### src/rtl/cdr_pkg.sv
// Shared types and constants for the circular deque ring.
`timescale 1ns / 1ps
`default_nettype none

package cdr_pkg;

  localparam int unsigned CAP_DEFAULT = 16;
  localparam int unsigned CAP_MIN     = 2;
  localparam int unsigned CAP_MAX     = 64;

  localparam int unsigned REQ_W    = 3;
  localparam int unsigned VALUE_W  = 32;
  localparam int unsigned STATUS_W = 2;

  // request codes as seen on the input port
  localparam logic [REQ_W-1:0] REQ_PUSH_FRONT = 3'd0;
  localparam logic [REQ_W-1:0] REQ_PUSH_BACK  = 3'd1;
  localparam logic [REQ_W-1:0] REQ_DROP_FRONT = 3'd2;
  localparam logic [REQ_W-1:0] REQ_DROP_BACK  = 3'd3;
  localparam logic [REQ_W-1:0] REQ_LIST       = 3'd4;

  typedef enum logic [2:0] {
    OP_PUSH_FRONT,
    OP_PUSH_BACK,
    OP_DROP_FRONT,
    OP_DROP_BACK,
    OP_LIST
  } op_e;

  typedef enum logic [STATUS_W-1:0] {
    ST_OK    = 2'd0,
    ST_EMPTY = 2'd1,
    ST_FULL  = 2'd2
  } status_e;

  typedef struct packed {
    op_e                       op;
    logic signed [VALUE_W-1:0] value;
  } cmd_t;

  // command queue between the decode stage and the execute stage
  localparam int unsigned CMD_FIFO_DEPTH = 2;
  localparam int unsigned CMD_PTR_W      = $clog2(CMD_FIFO_DEPTH);

endpackage

`default_nettype wire

### src/rtl/circular_deque_ring.sv
// Top level of the circular deque ring: decode stage, command queue, execute stage.
`timescale 1ns / 1ps
`default_nettype none

// Bounded double-ended queue of CAPACITY signed 32-bit words held in a ring store.
// Requests enter through a register stage that drops undefined codes, wait in a
// two-entry command queue, and are carried out one at a time by the execute stage,
// which owns the store, the front pointer, the count and the output register.
// A push or drop is carried out in the execute stage and yields one word, so such
// requests flow at one per cycle while the output is taken and no list is under way;
// a list first loads the registered read port of the store from the front pointer
// and then yields one word per stored element, or a single empty word when the deque
// is empty. Push on full reports full, drop on empty reports empty, and neither
// changes the state.
module circular_deque_ring #(
  parameter int unsigned CAPACITY = cdr_pkg::CAP_DEFAULT
) (
  input  wire logic                                clk_i,
  input  wire logic                                rst_ni,
  input  wire logic                                in_valid_i,
  output logic                                     in_ready_o,
  input  wire logic [cdr_pkg::REQ_W-1:0]           req_type_i,
  input  wire logic signed [cdr_pkg::VALUE_W-1:0]  value_i,
  output logic                                     out_valid_o,
  input  wire logic                                out_ready_i,
  output logic [cdr_pkg::STATUS_W-1:0]             status_o,
  output logic signed [cdr_pkg::VALUE_W-1:0]       element_o,
  output logic                                     last_o
);
  import cdr_pkg::*;

  localparam int unsigned CntW = $clog2(CAPACITY + 1);

  logic            f_valid, f_ready;
  cmd_t            f_cmd;
  logic            b_valid, b_ready;
  cmd_t            b_cmd;
  logic [CntW-1:0] count;

  cdr_front u_front (
    .clk_i       (clk_i),
    .rst_ni      (rst_ni),
    .in_valid_i  (in_valid_i),
    .in_ready_o  (in_ready_o),
    .req_type_i  (req_type_i),
    .value_i     (value_i),
    .cmd_valid_o (f_valid),
    .cmd_ready_i (f_ready),
    .cmd_o       (f_cmd)
  );

  cdr_cmd_fifo u_fifo (
    .clk_i      (clk_i),
    .rst_ni     (rst_ni),
    .wr_valid_i (f_valid),
    .wr_ready_o (f_ready),
    .wr_data_i  (f_cmd),
    .rd_valid_o (b_valid),
    .rd_ready_i (b_ready),
    .rd_data_o  (b_cmd)
  );

  cdr_back #(
    .CAPACITY (CAPACITY)
  ) u_back (
    .clk_i       (clk_i),
    .rst_ni      (rst_ni),
    .cmd_valid_i (b_valid),
    .cmd_ready_o (b_ready),
    .cmd_i       (b_cmd),
    .out_valid_o (out_valid_o),
    .out_ready_i (out_ready_i),
    .status_o    (status_o),
    .element_o   (element_o),
    .last_o      (last_o),
    .count_o     (count)
  );

  a_count_bound : assert property (@(posedge clk_i) disable iff (!rst_ni)
    count <= CntW'(CAPACITY))
    else $error("element count above capacity");

  a_count_step : assert property (@(posedge clk_i) disable iff (!rst_ni)
    count == $past(count) || count == $past(count) + 1'b1 ||
    count == $past(count) - 1'b1)
    else $error("element count moved by more than one");

  a_error_word : assert property (@(posedge clk_i) disable iff (!rst_ni)
    out_valid_o && status_o != ST_OK |-> last_o && element_o == '0)
    else $error("error word must be last and carry zero");

  a_status_code : assert property (@(posedge clk_i) disable iff (!rst_ni)
    out_valid_o |-> status_o == ST_OK || status_o == ST_EMPTY || status_o == ST_FULL)
    else $error("undefined status code");

endmodule

`default_nettype wire

### src/rtl/cdr_front.sv
// Request decode stage: takes input words, drops undefined codes, registers commands.
`timescale 1ns / 1ps
`default_nettype none

module cdr_front (
  input  wire logic                              clk_i,
  input  wire logic                              rst_ni,
  input  wire logic                              in_valid_i,
  output logic                                   in_ready_o,
  input  wire logic [cdr_pkg::REQ_W-1:0]         req_type_i,
  input  wire logic signed [cdr_pkg::VALUE_W-1:0] value_i,
  output logic                                   cmd_valid_o,
  input  wire logic                              cmd_ready_i,
  output cdr_pkg::cmd_t                          cmd_o
);
  import cdr_pkg::*;

  logic  vld_q, vld_d;
  cmd_t  cmd_q, cmd_d;
  op_e   op;
  logic  op_ok;
  logic  accept, fire;

  always_comb begin
    op    = OP_LIST;
    op_ok = 1'b1;
    unique case (req_type_i)
      REQ_PUSH_FRONT: op = OP_PUSH_FRONT;
      REQ_PUSH_BACK:  op = OP_PUSH_BACK;
      REQ_DROP_FRONT: op = OP_DROP_FRONT;
      REQ_DROP_BACK:  op = OP_DROP_BACK;
      REQ_LIST:       op = OP_LIST;
      default:        op_ok = 1'b0;  // undefined code: accepted, no effect
    endcase
  end

  assign fire       = vld_q & cmd_ready_i;
  assign in_ready_o = ~vld_q | cmd_ready_i;
  assign accept     = in_valid_i & in_ready_o;

  always_comb begin
    vld_d = (vld_q & ~fire) | (accept & op_ok);
    cmd_d = cmd_q;
    if (accept) begin
      cmd_d.op    = op;
      cmd_d.value = value_i;
    end
  end

  always_ff @(posedge clk_i or negedge rst_ni) begin
    if (!rst_ni) begin
      vld_q <= 1'b0;
    end else begin
      vld_q <= vld_d;
    end
  end

  always_ff @(posedge clk_i) begin
    cmd_q <= cmd_d;
  end

  assign cmd_valid_o = vld_q;
  assign cmd_o       = cmd_q;

endmodule

`default_nettype wire

### src/rtl/cdr_cmd_fifo.sv
// Short command queue between decode and execute stages.
`timescale 1ns / 1ps
`default_nettype none

module cdr_cmd_fifo (
  input  wire logic           clk_i,
  input  wire logic           rst_ni,
  input  wire logic           wr_valid_i,
  output logic                wr_ready_o,
  input  wire cdr_pkg::cmd_t  wr_data_i,
  output logic                rd_valid_o,
  input  wire logic           rd_ready_i,
  output cdr_pkg::cmd_t       rd_data_o
);
  import cdr_pkg::*;

  localparam int unsigned CntW = $clog2(CMD_FIFO_DEPTH + 1);

  cmd_t                 entries_q [CMD_FIFO_DEPTH];
  logic [CMD_PTR_W-1:0] wr_ptr_q, wr_ptr_d;
  logic [CMD_PTR_W-1:0] rd_ptr_q, rd_ptr_d;
  logic [CntW-1:0]      cnt_q, cnt_d;
  logic                 push, pop;

  assign wr_ready_o = cnt_q != CntW'(CMD_FIFO_DEPTH);
  assign rd_valid_o = cnt_q != '0;
  assign rd_data_o  = entries_q[rd_ptr_q];
  assign push       = wr_valid_i & wr_ready_o;
  assign pop        = rd_valid_o & rd_ready_i;

  always_comb begin
    wr_ptr_d = wr_ptr_q;
    rd_ptr_d = rd_ptr_q;
    cnt_d    = cnt_q;
    if (push) begin
      wr_ptr_d = (wr_ptr_q == CMD_PTR_W'(CMD_FIFO_DEPTH - 1)) ? '0 : wr_ptr_q + 1'b1;
    end
    if (pop) begin
      rd_ptr_d = (rd_ptr_q == CMD_PTR_W'(CMD_FIFO_DEPTH - 1)) ? '0 : rd_ptr_q + 1'b1;
    end
    if (push && !pop) begin
      cnt_d = cnt_q + 1'b1;
    end else if (pop && !push) begin
      cnt_d = cnt_q - 1'b1;
    end
  end

  always_ff @(posedge clk_i or negedge rst_ni) begin
    if (!rst_ni) begin
      wr_ptr_q <= '0;
      rd_ptr_q <= '0;
      cnt_q    <= '0;
    end else begin
      wr_ptr_q <= wr_ptr_d;
      rd_ptr_q <= rd_ptr_d;
      cnt_q    <= cnt_d;
    end
  end

  always_ff @(posedge clk_i) begin
    if (push) begin
      entries_q[wr_ptr_q] <= wr_data_i;
    end
  end

endmodule

`default_nettype wire

### src/rtl/cdr_back.sv
// Execute stage: ring store, front pointer and count, list sequencer, output register.
`timescale 1ns / 1ps
`default_nettype none

module cdr_back #(
  parameter int unsigned CAPACITY = cdr_pkg::CAP_DEFAULT,
  localparam int unsigned IdxW = (CAPACITY > 1) ? $clog2(CAPACITY) : 1,
  localparam int unsigned CntW = $clog2(CAPACITY + 1)
) (
  input  wire logic                               clk_i,
  input  wire logic                               rst_ni,
  input  wire logic                               cmd_valid_i,
  output logic                                    cmd_ready_o,
  input  wire cdr_pkg::cmd_t                      cmd_i,
  output logic                                    out_valid_o,
  input  wire logic                               out_ready_i,
  output logic [cdr_pkg::STATUS_W-1:0]            status_o,
  output logic signed [cdr_pkg::VALUE_W-1:0]      element_o,
  output logic                                    last_o,
  output logic [CntW-1:0]                         count_o
);
  import cdr_pkg::*;

  localparam int unsigned SumW = CntW + 1;

  typedef enum logic [1:0] {
    S_IDLE = 2'b01,
    S_LIST = 2'b10
  } state_e;

  state_e                     state_q, state_d;
  logic [IdxW-1:0]            front_q, front_d;
  logic [CntW-1:0]            cnt_q, cnt_d;
  logic [IdxW-1:0]            rd_ptr_q, rd_ptr_d;
  logic [CntW-1:0]            rem_q, rem_d;
  logic                       out_vld_q, out_vld_d;
  status_e                    status_q, status_d;
  logic signed [VALUE_W-1:0]  element_q, element_d;
  logic                       last_q, last_d;

  logic signed [VALUE_W-1:0]  mem_q [CAPACITY];
  logic signed [VALUE_W-1:0]  rd_q;
  logic                       mem_we;
  logic [IdxW-1:0]            mem_wa;

  logic                       out_free, is_full, is_empty;
  logic [SumW-1:0]            back_sum;
  logic [IdxW-1:0]            back_pos, front_dec, front_inc;

  function automatic logic [IdxW-1:0] ring_inc(input logic [IdxW-1:0] p);
    ring_inc = (p == IdxW'(CAPACITY - 1)) ? '0 : p + 1'b1;
  endfunction

  assign out_free  = ~out_vld_q | out_ready_i;
  assign is_full   = cnt_q == CntW'(CAPACITY);
  assign is_empty  = cnt_q == '0;
  assign back_sum  = SumW'(front_q) + SumW'(cnt_q);
  assign back_pos  = (back_sum >= SumW'(CAPACITY)) ? IdxW'(back_sum - SumW'(CAPACITY))
                                                   : IdxW'(back_sum);
  assign front_dec = (front_q == '0) ? IdxW'(CAPACITY - 1) : front_q - 1'b1;
  assign front_inc = ring_inc(front_q);

  always_comb begin
    state_d     = state_q;
    front_d     = front_q;
    cnt_d       = cnt_q;
    rd_ptr_d    = rd_ptr_q;
    rem_d       = rem_q;
    out_vld_d   = out_vld_q & ~out_ready_i;
    status_d    = status_q;
    element_d   = element_q;
    last_d      = last_q;
    mem_we      = 1'b0;
    mem_wa      = back_pos;
    cmd_ready_o = 1'b0;

    unique case (state_q)
      S_IDLE: begin
        cmd_ready_o = out_free;
        if (cmd_valid_i && out_free) begin
          out_vld_d = 1'b1;
          status_d  = ST_OK;
          element_d = '0;
          last_d    = 1'b1;
          unique case (cmd_i.op)
            OP_PUSH_FRONT: begin
              if (is_full) begin
                status_d = ST_FULL;
              end else begin
                front_d = front_dec;
                mem_we  = 1'b1;
                mem_wa  = front_dec;
                cnt_d   = cnt_q + 1'b1;
              end
            end
            OP_PUSH_BACK: begin
              if (is_full) begin
                status_d = ST_FULL;
              end else begin
                mem_we = 1'b1;
                mem_wa = back_pos;
                cnt_d  = cnt_q + 1'b1;
              end
            end
            OP_DROP_FRONT: begin
              if (is_empty) begin
                status_d = ST_EMPTY;
              end else begin
                front_d = front_inc;
                cnt_d   = cnt_q - 1'b1;
              end
            end
            OP_DROP_BACK: begin
              if (is_empty) begin
                status_d = ST_EMPTY;
              end else begin
                cnt_d = cnt_q - 1'b1;
              end
            end
            OP_LIST: begin
              if (is_empty) begin
                status_d = ST_EMPTY;
              end else begin
                // the walk emits its words; nothing to show yet
                out_vld_d = 1'b0;
                rd_ptr_d  = front_q;
                rem_d     = cnt_q;
                state_d   = S_LIST;
              end
            end
            default: out_vld_d = 1'b0;
          endcase
        end
      end
      S_LIST: begin
        // rd_q already holds the entry at rd_ptr_q
        if (out_free) begin
          out_vld_d = 1'b1;
          status_d  = ST_OK;
          element_d = rd_q;
          last_d    = rem_q == CntW'(1);
          rem_d     = rem_q - 1'b1;
          rd_ptr_d  = ring_inc(rd_ptr_q);
          if (rem_q == CntW'(1)) begin
            state_d = S_IDLE;
          end
        end
      end
      default: state_d = S_IDLE;
    endcase
  end

  always_ff @(posedge clk_i or negedge rst_ni) begin
    if (!rst_ni) begin
      state_q   <= S_IDLE;
      front_q   <= '0;
      cnt_q     <= '0;
      rd_ptr_q  <= '0;
      rem_q     <= '0;
      out_vld_q <= 1'b0;
    end else begin
      state_q   <= state_d;
      front_q   <= front_d;
      cnt_q     <= cnt_d;
      rd_ptr_q  <= rd_ptr_d;
      rem_q     <= rem_d;
      out_vld_q <= out_vld_d;
    end
  end

  always_ff @(posedge clk_i) begin
    status_q  <= status_d;
    element_q <= element_d;
    last_q    <= last_d;
  end

  // ring store: one write port, one registered read port addressed ahead
  always_ff @(posedge clk_i) begin
    if (mem_we) begin
      mem_q[mem_wa] <= cmd_i.value;
    end
    rd_q <= mem_q[rd_ptr_d];
  end

  assign out_valid_o = out_vld_q;
  assign status_o    = status_q;
  assign element_o   = element_q;
  assign last_o      = last_q;
  assign count_o     = cnt_q;

endmodule

`default_nettype wire

### config.mk
export PLATFORM = sky130hd
export DESIGN_NAME = circular_deque_ring
export DESIGN_NICKNAME = d
export VERILOG_FILES = /design/src/rtl/cdr_pkg.sv /design/src/rtl/circular_deque_ring.sv /design/src/rtl/cdr_front.sv /design/src/rtl/cdr_cmd_fifo.sv /design/src/rtl/cdr_back.sv
export SDC_FILE = /design/constraint.sdc
export NUM_CORES = 1
export LEC_CHECK = 0
export ABC_AREA = 1
export ABC_CLOCK_PERIOD_IN_PS = 4300
export BUFFER_PORTS_ARGS = -buffer_cell sky130_fd_sc_hd__buf_2
export CAP_MARGIN = 20
export CELL_PAD_IN_SITES_DETAIL_PLACEMENT = 1
export CELL_PAD_IN_SITES_GLOBAL_PLACEMENT = 1
export CORE_MARGIN = 1.5
export CORE_UTILIZATION = 50
export CTS_BUF_LIST = sky130_fd_sc_hd__clkbuf_4
export DETAILED_ROUTE_END_ITERATION = 8
export PLACE_DENSITY = 0.89
export SLEW_MARGIN = 20
export SYNTH_ARGS = -nofsm -noshare
export SYNTH_HDL_FRONTEND = slang
export SYNTH_SLANG_ARGS = --single-unit
### constraint.sdc
create_clock -name clk_i -period 4.3 [get_ports clk_i]
set_input_delay 0.645 -clock clk_i [delete_from_list [all_inputs] [get_ports clk_i]]
set_output_delay 0.645 -clock clk_i [all_outputs]
set_load 0.03 [all_outputs]
# Word level (Yosys, flattened, before mapping)
# Memories as Yosys holds them, arrays and structs flattened. A register that Yosys moved wholly into a read port is not among the register bits.
# Cells that the tools add are included.
# W data, S select, Z words.
# op_classes
addsub	12
multipliers	0
div	0
order_cmp	1
eq_ne	24
shifts	0
muxes	62
bitwise_logic	13
reduce_logical	24
# ops
operator	count
$mux W32	2
$pmux W32 S2	1
$mux W4	14
$mux W5	6
$mux W2	10
$pmux W5 S2	2
$reduce_and A5 Y1	4
$mux W1	18
$pmux W4 S2	2
$ne A2 B2 Y1 const B	7
$eq A3 B2 Y1 const B	4
$pmux W2 S2	3
$pmux W3 S4	1
$reduce_bool A2 Y1	5
$sub A5 B1 Y5 const B	2
$add A4 B1 Y4 const B	2
$eq A4 B4 Y1 const B	2
$sub A4 B1 Y4 const B	2
$add A4 B5 Y6	1
$and A1 B1 Y1	6
$eq A3 B1 Y1 const B	2
$eq A3 B3 Y1 const B	2
$ge A6 B5 Y1 const B	1
$logic_not A3 Y1	2
21 further kinds	35
# totals
ff_bits	96
latchBits	0
ram_bits	582
romBits	0
inputBits	39
wordCells	153
memories	2
# memory_table
name	depth	word_bits	rd	rd_clocked_by_memory_dff	wr	line	source
u_back.mem_q	16	32	1	1	1	cdr_back.sv:41	logic signed [VALUE_W-1:0] mem_q [CAPACITY];
u_fifo.entries_q	2	35	1	0	1	cdr_cmd_fifo.sv:19	cmd_t entries_q [CMD_FIFO_DEPTH];

# Longest topological paths before layout
# Gate-level depths: netlist of the first run.
# An unclocked memory read counts as a cell.
# logic_depth
ltp_word	8
ltp_mapped	17
depth_no_buf	15

# Cells and area by module
# Synthesis of the first run repeated with hierarchy kept, for this count alone.
# unflattened
cells_unflattened	2796
area_unflattened_um2	30267.8
# modules_own_cells
module	n_inst	cells_per_inst	area_each_um2	seq_area_each_um2
cdr_back	1	2538	26315.2	17593.1
cdr_cmd_fifo	1	211	2830.2	2202.1
cdr_front	1	47	1122.3	1076.0

# Worst setup path after synthesis of the first run
# OpenSTA, ideal clock, no wires.
# synth_timing
kind	input -> register
start	input port out_ready_i
end	memory u_back.mem_q[11][0], enable pin
setup_ps	421
arrival_ps	3483
path_slack_ps	396
cell_stages	10
path_buffers	0
path_cell_list	inv_1 > nand2_4 > inv_1 > nor2_1 > nand2_1 > nor4_4 > nand2_1 > o21ai_0 > nand3_1 > nor2_1
# synth_via
elab_chain_cells	6
# synth_lines
element	line	source
start: declaration	circular_deque_ring.sv:25	input wire logic out_ready_i,
$or A1 B1 Y1 *	cdr_back.sv:54	assign out_free = ~out_vld_q | out_ready_i;
$logic_and A1 B1 Y1 *	cdr_back.sv:80	if (cmd_valid_i && out_free) begin
$mux W1	cdr_back.sv:80	
$mux W1	cdr_back.sv:77	unique case (state_q)
$mux W1	cdr_back.sv:179	if (mem_we) begin
$mux W1 (not written as such)	cdr_back.sv:180	mem_q[mem_wa] <= cmd_i.value;
end: declaration	cdr_back.sv:41	
# Mark *: on every way between the ends. The rest lies on a longest branch, timed or not.

# Worst setup path in the final report of the first run
# layout_timing
start	register u_back.state_q[0]
end	register u_back.rd_q[29] (read register of u_back.mem_q)
# layout_via
elab_chain_cells	2
# layout_lines
element	line	source
start: declaration	cdr_back.sv:31	state_e state_q, state_d;
start signal: assignment	cdr_back.sv:162	state_q <= state_d;
$eq A2 B2 Y1 or $eq A2 B1 Y1 (tied branches)	cdr_back.sv:77	
$pmux W4 S2 *	cdr_back.sv:77	
end: declaration	cdr_back.sv:42	logic signed [VALUE_W-1:0] rd_q;
# Marked as above.
# A chain may end at the register's enable or synchronous reset.

==> flow_metrics.py, run 1 <==
metrics = {
    "synthesis": {
        "synth_nets": 2729,
        "yosysSeqAreaShare_pct": 69.2,
        "synth_area_um2": 30200,
        "synth_top_area_share_pct": 64.9,
        "synth_edf_count": 652,
        "ys_ff_latch": 710,
        "syn_inst": 2674,
        "synth_top_cell_by_area": "edfxtp_1",
        "avgSynthCellArea_um2": 11.3,
        "synth_flop_cell": "edfxtp_1",
        "synth.most_common_cell": "edfxtp_1",
        "synth-async-reset-ratio_pct": 3.66,
        "yosys-top-cells-count": "edfxtp_1 (652), nand3_1 (596), nand2_1 (474), inv_1 (467), nand3b_1 (128)",
        "yosys_warnings": 0,
        "ys_top_cells_by_area": "edfxtp_1 (65%), nand3_1 (9.9%), nand2_1 (5.9%)",
        "ys_types": 37,
    },
    "global_route": {
        "antenna_found_initial": 2,
        "grt_max_degree": 165,
        "grt_pass1_vias": 24522,
        "grt_first_pass_wirelength_um": 147000,
        "grt_overflow": 0,
        "grt_use_total_pct": 31.7,
    },
    "clock_tree": {
        "cts_buffer_depth": 3,
        "root_buffer": "clkbuf_4",
        "ctsResizeCount": 0,
        "clock_latency_ns": 1.10,
        "clkSinkCount": 710,
        "cts_inserted_buffers": 175,
        "path_clk_slew_ns": 0.09,
        "ctsHtreeMaxLevel": 4,
        "cts_tree": "done",
    },
    "floorplan": {
        "die-area_um2": 61800,
        "core-area_um2": 59400,
        "rows": 89,
        "die_h_um": 249,
        "ioPinCount": 76,
        "die_x_um": 249,
        "start_util_pct": 50.8,
    },
    "timing": {
        "skew_ns": 0.0831,
        "final_max_slew_viol_count": 0,
        "setup_viol": 0,
        "hold_viol": 0,
        "rsz0062_at_grt": "false",
        "fin_setup_tns_ns": 0,
        "tightest_slew_ns": 1.10,
        "fmax_mhz": 256,
        "fin_crit_ns": 3.90,
        "finalCritPeriodShare_pct": 90.8,
        "max-slew-margin-rel_pct": 26.9,
    },
    "worst_setup_path": {
        "crit_slowest_cell": "buf_4",
        "required_ns": 5.21,
        "cp.arrival_ns": 4.81,
        "crit_fanout": 93,
        "critical_path.most_common_cell": "nand2_1",
        "start_kind": "register",
        "max_stage_delay_ns": 0.82,
        "crit_type": "register to register",
        "endpoint_kind": "register",
        "path_cells": "inv_1 -> ha_2 -> o21ai_0 -> o21ai_0 -> nand2_1 -> nand2_1 -> inv_1 -> nand2_8 -> nand2_8 -> buf_4 -> nand2_1 -> nand3_1 -> nand3_1 -> nand3_1 -> nand2_1",
    },
    "routing": {
        "drt-wirelength-per-cell_um": 25.8,
        "antenna_left": 0,
        "drt_pre_antenna_iters": 5,
        "vias_per_cell": 5.94,
        "drcViolationCount": 0,
        "vias": 22467,
        "wirelength_um": 97600,
        "drt_first_iter_violations": 2610,
    },
    "worst_hold_path": {
        "hold_path.class": "primary input to async pin",
    },
    "run_status": {
        "status": "complete, no violations",
    },
    "run": {
        "maxCapViolations": 0,
    },
    "placed_design": {
        "dpl.cell_count": 3426,
        "portBuffers": 75,
        "hpwl_um": 49700,
        "gp_congestion": 0.867,
    },
    "finish": {
        "fin_util_pct": 57.6,
        "nNetsFinal": 2924,
        "fill_cells": 6188,
        "drive_gt1_share_pct": 14.7,
        "layout.cells.non_filler": 3785,
        "syn_to_final_growth_pct": 13.4,
    },
}
[repair_timing]
item | 4_1_cts | 5_1_grt
endpoints found under the hold margin | 63 | 0
buffers inserted | 0 | 0
hold buffers | 39 | 0
[flip-flops by register name, indices dropped and copies added (netlist names)]
| register | flops |
|---|---|
| u_back.rem_q | 5 |
| u_back.rd_ptr_q | 4 |
| u_back.element_o | 32 |
| u_fifo.entries_q | 70 |
| u_fifo.cnt_q | 2 |
| u_back.count_o | 5 |
| u_front.cmd_valid_o | 1 |
| u_back.out_valid_o | 1 |
| u_fifo.wr_ptr_q | 1 |
| u_front.cmd_o | 35 |
| u_back.front_q | 4 |
| u_back.mem_q | 512 |
| u_back.status_o | 2 |
| u_back.state_q | 2 |
| u_fifo.rd_ptr_q | 1 |
| u_back.last_o | 1 |
| u_back.rd_q | 32 |
[area by class of cell]
| cell class | count | area [µm²] | area share [%] |
|---|---|---|---|
| Sequential cell | 710 | 20900 | 61.0 |
| Multi-Input combinational cell | 1348 | 6900 | 20.2 |
| Clock buffer | 264 | 1980 | 5.80 |
| Inverter | 469 | 1760 | 5.15 |
| Timing Repair Buffer | 165 | 1360 | 3.98 |
| Tap cell | 773 | 967 | 2.83 |
| Clock inverter | 52 | 344 | 1.01 |
| Antenna cell | 4 | 10.0 | 0.0293 |
[metal layers]
metal  global-route usage [%]  wire (µm)  part of all wire (%)  up-vias
met5                        0          0                     0        -
met4                     17.7       5050                   5.2        0
met3                     6.91       8250                   8.4      355
met2                     54.5      49500                    51     1386
met1                     36.8      34800                    36    11249
li1                         -          -                     -     9477
[cell usage in the layout, fill, tap and decap left out, types with 7 or more instances in the layout]
cell           instances
a21oi_1               13
buf_12                17
buf_2                 75
buf_4                 34
clkbuf_4             264
clkinv_1              37
dfrtp_1               25
dfxtp_1               32
dlygate4sd3_1         39
edfxtp_1             652
ha_1                  13
inv_1                466
nand2_1              473
nand3_1              596
nand3b_1             128
nor2_1                24
nor2_4                20
o21ai_0               37
xnor2_1                7
xor2_1                 7
[path summary, 6_finish.rpt]
kind | from | to | slack, ns | depth (start not counted)
max | u_back.state_q[0] | u_back.rd_q[29] | 0.40 | 15
max reg2reg | u_back.state_q[0] | u_back.rd_q[29] | 0.40 | 15
max in group asynchronous | rst_ni | u_back.front_q[2] | 3.68 | 2
min reg2reg | u_front.cmd_o[6] | u_fifo.entries_q[0][6] | 0.45 | 0
min in group clk_i | value_i[31] | u_front.cmd_o[31] | 0.32 | 2
min | rst_ni | u_back.rem_q[0] | 0.16 | 2
[per-stage QoR]
step	hold WS, ns	instance area (µm²)	worst slack (ns)
finish	0.159	34200	0.396
global route	0.111	34200	0.199
CTS	0.0908	34200	0.492
detailed placement	0.433	31500	0.403
global placement	0.422	31500	0.620
floorplan	0.349	30200	0.396
[worst max-delay path, delay by kind of cell (launching register included)]
family / cells / cell delay (ns)
DFF: 1 / 0.55
and+or+nand+nor: 9 / 1.27
buffers and inverters: 3 / 1.02
adders and majority gates: 1 / 0.40
AOI/OAI and AO/OA: 2 / 0.46
[cell families (layout without fill, tap and decap cells)]
kind of cell | Yosys count | in the layout | synth area share [%]
other | 0 | 4 | 0
and+or+nand+nor | 1253 | 1253 | 19.9
muxes | 2 | 2 | 0.0664
adders and majority gates | 16 | 16 | 0.714
xor gates and xnor gates | 14 | 14 | 0.407
DFF | 710 | 710 | 69.2
buffers and inverters | 616 | 950 | 8.56
AOI/OAI and AO/OA | 63 | 63 | 1.15
Power of run 1 is not shown: default switching activity piles up to over one toggle a cycle in this logic, so the estimate is an artifact.
==> inputs of run 2 (changes only) <==
--- a/config.mk
+++ b/config.mk
@@ -16,6 +16,7 @@
 export CTS_BUF_LIST = sky130_fd_sc_hd__clkbuf_4
 export DETAILED_ROUTE_END_ITERATION = 8
 export PLACE_DENSITY = 0.89
+export REMOVE_ABC_BUFFERS = 1
 export SLEW_MARGIN = 20
 export SYNTH_ARGS = -nofsm -noshare
 export SYNTH_HDL_FRONTEND = slang
==> run 2 against run 1 <==
Cell area is essentially flat. Utilization about the same. Critical path depth shrank 6. Via count grew 0.65%. Sequential share of layout area is essentially flat. Die area stayed put. Maximum frequency about the same. Global-route usage increased by 0.42 points. Clock skew decreased by 0.031 ns. Wire length rose by 0.69%. First-iteration DRC count shrank 4.1%.
==> flow_metrics.py, run 2 (synthesis results as in run 1) <==
metrics = {
    "timing": {
        "rsz0062_at_grt": "false",
        "setup_viol": 0,
        "hold_viol": 0,
        "max-slew-margin-rel_pct": 24.8,
        "final_max_slew_viol_count": 0,
        "skew_ns": 0.0524,
        "fmax_mhz": 256,
        "finalCritPeriodShare_pct": 90.8,
        "tightest_slew_ns": 1.13,
        "fin_crit_ns": 3.90,
    },
    "placed_design": {
        "portBuffers": 75,
        "gp_congestion": 0.822,
        "dpl.cell_count": 3427,
        "hpwl_um": 51800,
    },
    "clock_tree": {
        "root_buffer": "clkbuf_4",
        "ctsResizeCount": 0,
        "clkSinkCount": 710,
        "cts_buffer_depth": 3,
        "clock_latency_ns": 1.04,
        "cts_inserted_buffers": 180,
        "path_clk_slew_ns": 0.07,
        "ctsHtreeMaxLevel": 4,
        "cts_tree": "done",
    },
    "worst_setup_path": {
        "required_ns": 4.94,
        "reg2regPathDepth": 9,
        "path_cells": "inv_2 -> nand2_1 -> nand2_2 -> nor4_4 -> nand2_1 -> mux2i_1 -> nand3_1 -> nor2_4 -> buf_4",
        "critical_path.most_common_cell": "nand2_1",
        "max_stage_delay_ns": 0.71,
        "endpoint_kind": "register",
        "cp.arrival_ns": 4.54,
        "crit_slowest_cell": "dfrtp_2",
        "cp.depth": 9,
        "start_kind": "register",
        "crit_family": "simple AND/OR/NAND/NOR gates",
        "crit_type": "register to register",
        "crit_buf_inv": 2,
        "crit_fanout": 32,
    },
    "worst_hold_path": {
        "hold_path.class": "primary input to async pin",
    },
    "finish": {
        "syn_to_final_growth_pct": 13.5,
        "drive_gt1_share_pct": 15.4,
        "fin_util_pct": 57.6,
        "mostFrequentLayoutCell": "edfxtp_1",
        "regMostFlops": "u_back.mem_q",
        "nNetsFinal": 2930,
        "mostFrequentLayoutCells": "edfxtp_1 (652), nand3_1 (596), nand2_1 (473)",
        "fill_cells": 6242,
        "largest_reg_flops": 512,
        "layout.cells.non_filler": 3799,
    },
    "routing": {
        "drt_first_iter_violations": 2504,
        "vias_per_cell": 5.95,
        "wirelength_um": 98300,
        "antenna_left": 0,
        "vias": 22612,
        "drt-wirelength-per-cell_um": 25.9,
        "drt_pre_antenna_iters": 5,
        "drcViolationCount": 0,
    },
    "global_route": {
        "grt_first_pass_wirelength_um": 149000,
        "grt_max_degree": 196,
        "grt_overflow": 0,
        "grt_use_total_pct": 32.1,
        "grt_pass1_vias": 24860,
        "antenna_found_initial": 2,
    },
    "floorplan": {
        "start_util_pct": 50.8,
        "die_x_um": 249,
        "rows": 89,
        "die-area_um2": 61800,
        "die_h_um": 249,
        "ioPinCount": 76,
        "core-area_um2": 59400,
    },
    "run_status": {
        "status": "complete, no violations",
    },
    "run": {
        "maxCapViolations": 0,
    },
}
## run 2: cell count changes in the layout (fill, tap and decap cells not counted), moves of 3 or more
cell / change
inv_2: +3
clkinv_1: -6
bufinv_16: -5
clkinv_2: +3
clkbuf_4: +17
## run 2: metrics by stage
step                      hold slack, ns  cell area (µm²)  worst slack, ns  TNS (ns)
after floorplan                    0.349            29300            -3.87   -136.68
after global placement             0.426            31500            0.544         0
final                              0.187            34200            0.396         0
after global routing               0.157            34200            0.271         0
after CTS                          0.122            34200            0.531         0
after detailed placement           0.433            31500            0.298         0
## run 2: layout make-up
| type | count | area [µm²] | area share, % |
|---|---|---|---|
| sequential | 710 | 20900 | 61.0 |
| multi-input combinational | 1348 | 6900 | 20.2 |
| clock buffer | 281 | 2110 | 6.17 |
| inverter | 469 | 1760 | 5.15 |
| timing repair buffer | 166 | 1380 | 4.04 |
| tap | 773 | 967 | 2.83 |
| clock inverter | 47 | 201 | 0.589 |
| antenna | 5 | 12.5 | 0.0366 |
## run 2: timing repair
| item | in CTS | in global routing |
|---|---|---|
| hold buffers | 39 | 0 |
| buffers inserted | 0 | 0 |
| endpoints found under the hold margin | 63 | 0 |
## run 2: path summary, 6_finish.rpt
check / slack [ns] / end / from
min in group clk_i: 0.32 / u_front.cmd_o[31] / value_i[31]
worst max-delay path: 0.40 / u_back.mem_q[8][1] / u_fifo.rd_ptr_q
worst min-delay path: 0.19 / u_back.front_q[3] / rst_ni
worst min register to register: 0.44 / u_fifo.entries_q[0][30] / u_front.cmd_o[30]
max in group asynchronous: 3.66 / u_fifo.rd_ptr_q / rst_ni
worst max register to register: 0.40 / u_back.mem_q[8][1] / u_fifo.rd_ptr_q
## run 2: metal layers
layer	vias to the layer above	track usage (%)	wire, µm
met2	1414	54.6	49200
met5	-	0	0
met4	0	17.9	5010
met3	363	7.58	8470
li1	9486	-	-
met1	11349	37.5	35600
Power of run 2 is left out for the same reason.
==> inputs of run 3 (changes only) <==
--- a/config.mk
+++ b/config.mk
@@ -5,7 +5,6 @@
 export SDC_FILE = /design/constraint.sdc
 export NUM_CORES = 1
 export LEC_CHECK = 0
-export ABC_AREA = 1
 export ABC_CLOCK_PERIOD_IN_PS = 4300
 export BUFFER_PORTS_ARGS = -buffer_cell sky130_fd_sc_hd__buf_2
 export CAP_MARGIN = 20
@@ -15,7 +14,8 @@
 export CORE_UTILIZATION = 50
 export CTS_BUF_LIST = sky130_fd_sc_hd__clkbuf_4
 export DETAILED_ROUTE_END_ITERATION = 8
-export PLACE_DENSITY = 0.89
+export HOLD_SLACK_MARGIN = 0.15
+export PLACE_DENSITY = 0.85
 export REMOVE_ABC_BUFFERS = 1
 export SLEW_MARGIN = 20
 export SYNTH_ARGS = -nofsm -noshare
==> run 3 against run 2 <==
The run now ends with setup timing left. Sequential share of layout area up 1.5 points. Non-clock buffer count up 36. Register-to-register slack worse by 0.41 ns. Critical endpoint is now u_back.rd_q[28].
==> flow_metrics.py, run 3 <==
metrics = {
    "timing": {
        "fmax_mhz": 232,
        "max-slew-margin-rel_pct": 30.4,
        "setup_ws_ns": -0.0150,
        "skew_ns": 0.0909,
        "rsz0062_at_grt": "false",
        "final_max_slew_viol_count": 0,
        "finalCritPeriodShare_pct": 100,
        "fin_crit_ns": 4.32,
        "setup_viol": 1,
        "hold-worst-slack_ns": 0.288,
        "fin_setup_tns_ns": -0.0150,
        "hold_viol": 0,
        "tightest_slew_ns": 1.02,
    },
    "pwr": {
        "power_density_nw_per_um2": 738,
        "ir_worst_vdd_mv": 0.689,
        "p_leak_nw": 12.1,
    },
    "clock_tree": {
        "ctsResizeCount": 0,
        "clkSinkCount": 710,
        "cts_setup_buffers": 0,
        "cts_tree": "done",
        "path_clk_slew_ns": 0.07,
        "cts_hold_buffers": 41,
        "clock_latency_ns": 1.07,
        "cts_buffer_depth": 3,
        "ctsHtreeMaxLevel": 4,
        "root_buffer": "clkbuf_4",
        "cts_inserted_buffers": 180,
    },
    "floorplan": {
        "rows": 87,
        "core-area_um2": 56700,
        "die-area_um2": 59200,
        "ioPinCount": 76,
        "start_util_pct": 50.9,
        "die_h_um": 243,
        "die_x_um": 243,
    },
    "worst_hold_path": {
        "hold_path.class": "primary input to register",
    },
    "global_route": {
        "grt_use_total_pct": 30.1,
        "antenna_found_initial": 3,
        "grt_overflow": 0,
        "grt_pass1_vias": 21178,
        "grt_first_pass_wirelength_um": 133000,
        "grt_max_degree": 70,
    },
    "synthesis": {
        "synth_top_area_share_pct": 67.8,
        "ys_ff_latch": 710,
        "synth-async-reset-ratio_pct": 3.66,
        "synth_edf_count": 652,
        "yosysSeqAreaShare_pct": 72.3,
        "yosys-top-cells-count": "edfxtp_1 (652), mux2i_1 (135), o31ai_1 (130), nand4_1 (129), a2111oi_0 (119)",
        "synth_flop_cell": "edfxtp_1",
        "yosys_warnings": 0,
        "synth_top_cell_by_area": "edfxtp_1",
        "ys_types": 67,
        "synth.most_common_cell": "edfxtp_1",
        "syn_inst": 1816,
        "ys_top_cells_by_area": "edfxtp_1 (68%), mux2i_1 (4.7%), a2111oi_0 (3.6%)",
        "avgSynthCellArea_um2": 15.9,
        "synth_area_um2": 28900,
    },
    "worst_setup_path": {
        "crit_slowest_cell": "nor4_1",
        "crit_fanout": 48,
        "cp.depth": 11,
        "rrSetupSlack_ns": -0.02,
        "crit_family": "simple AND/OR/NAND/NOR gates",
        "max_stage_delay_ns": 0.81,
        "r2r-end": "u_back.rd_q[28]",
        "required_ns": 5.23,
        "start_kind": "register",
        "reg2regPathDepth": 11,
        "r2r_start": "u_back.state_q[0]",
        "cp.arrival_ns": 5.25,
        "crit_buf_inv": 3,
        "critical_path.most_common_cell": "buf_4",
        "startpoint": "u_back.state_q[0]",
        "cp-endpoint": "u_back.rd_q[28]",
        "endpoint_kind": "register",
        "path_cells": "inv_1 -> ha_2 -> and2b_1 -> nand2_1 -> or3_4 -> buf_4 -> nand4_1 -> a2111oi_0 -> nor4_1 -> buf_4 -> or3b_1",
        "crit_type": "register to register",
    },
    "finish": {
        "layout.cells.non_filler": 2932,
        "mostFrequentLayoutCells": "edfxtp_1 (652), clkbuf_4 (274), mux2i_1 (135)",
        "nNetsFinal": 2088,
        "largest_reg_flops": 512,
        "regMostFlops": "u_back.mem_q",
        "mostFrequentLayoutCell": "edfxtp_1",
        "drive_gt1_share_pct": 24.6,
        "syn_to_final_growth_pct": 15.7,
    },
    "placed_design": {
        "hpwl_um": 47500,
        "portBuffers": 75,
        "dpl.cell_count": 2566,
        "gp_congestion": 0.827,
    },
    "routing": {
        "vias": 19595,
        "drt_first_iter_violations": 1955,
        "drt_pre_antenna_iters": 6,
        "wirelength_um": 88300,
        "drt-wirelength-per-cell_um": 30.1,
        "drcViolationCount": 0,
        "vias_per_cell": 6.68,
        "antenna_left": 0,
    },
    "run_status": {
        "failed_checks": "setup timing",
        "status": "finished with violations",
    },
    "run": {
        "maxCapViolations": 0,
    },
}
[run 3: final cells by class]
cell class | count | area, µm²
Sequential cell | 710 | 20900
Fill cell | 5240 | 23300
Tap cell | 756 | 946
Clock buffer | 274 | 2060
Antenna cell | 7 | 17.5
Multi-Input combinational cell | 918 | 7350
Clock inverter | 44 | 298
Inverter | 21 | 78.8
Timing Repair Buffer | 202 | 1780
[run 3: kinds of logic (layout without fill, tap and decap cells)]
logic type / count (synthesis) / in the layout / synth area share [%]
flops: 710 / 710 / 72.3
compound gates: 389 / 389 / 10.4
simple gates: 324 / 324 / 6.95
buf+inv: 188 / 541 / 2.99
mux: 172 / 172 / 6.13
xor+xnor: 17 / 17 / 0.516
fa+ha+maj: 16 / 16 / 0.746
other cells: 0 / 7 / 0
[run 3: power breakdown]
part / total, mW / leakage, nW / internal [mW] / switching [mW]
Clock: 6.06 / 1.41 / 3.14 / 2.92
Sequential: 9.82 / 6.54 / 9.30 / 0.526
Combinational: 8.76 / 4.20 / 2.63 / 6.13
Total: 24.6 / 12.1 / 15.1 / 9.57
[run 3: through the flow]
step / utilization, % / worst slack, ns / power [mW] / area (µm²)
4_1_cts: 58.9 / 0.180 / 24.6 / 33400
3_5_place_dp: 54.0 / 0.246 / 18.3 / 30600
6_report: 58.9 / -0.0150 / 24.6 / 33400
2_1_floorplan: - / -26.53 / 14.5 / 28100
3_3_place_gp: 54.0 / 0.464 / 17.7 / 30600
5_1_grt: 58.9 / 0.00616 / 25.5 / 33400
[run 3: worst min path at each step]
stage                 startpoint  cells after the start                      end
4_1_cts               value_i[6]                      2         u_front.cmd_o[6]
3_3_place_gp   u_front.cmd_o[16]                      0  u_fifo.entries_q[0][16]
2_1_floorplan             rst_ni                      0        u_back.count_o[0]
3_5_place_dp   u_front.cmd_o[25]                      0  u_fifo.entries_q[0][25]
5_1_grt               value_i[0]                      2         u_front.cmd_o[0]
6_report              value_i[2]                      2         u_front.cmd_o[2]
[run 3: metal layers]
| layer | vias to the layer above | GRT usage [%] | routed length, µm |
|---|---|---|---|
| met5 | - | 0 | 0 |
| met4 | 0 | 15.6 | 3900 |
| met3 | 288 | 7.19 | 7360 |
| met2 | 1292 | 49.2 | 43600 |
| met1 | 9974 | 37.4 | 33500 |
| li1 | 8041 | - | - |
Power figures use the tool's default switching activity.
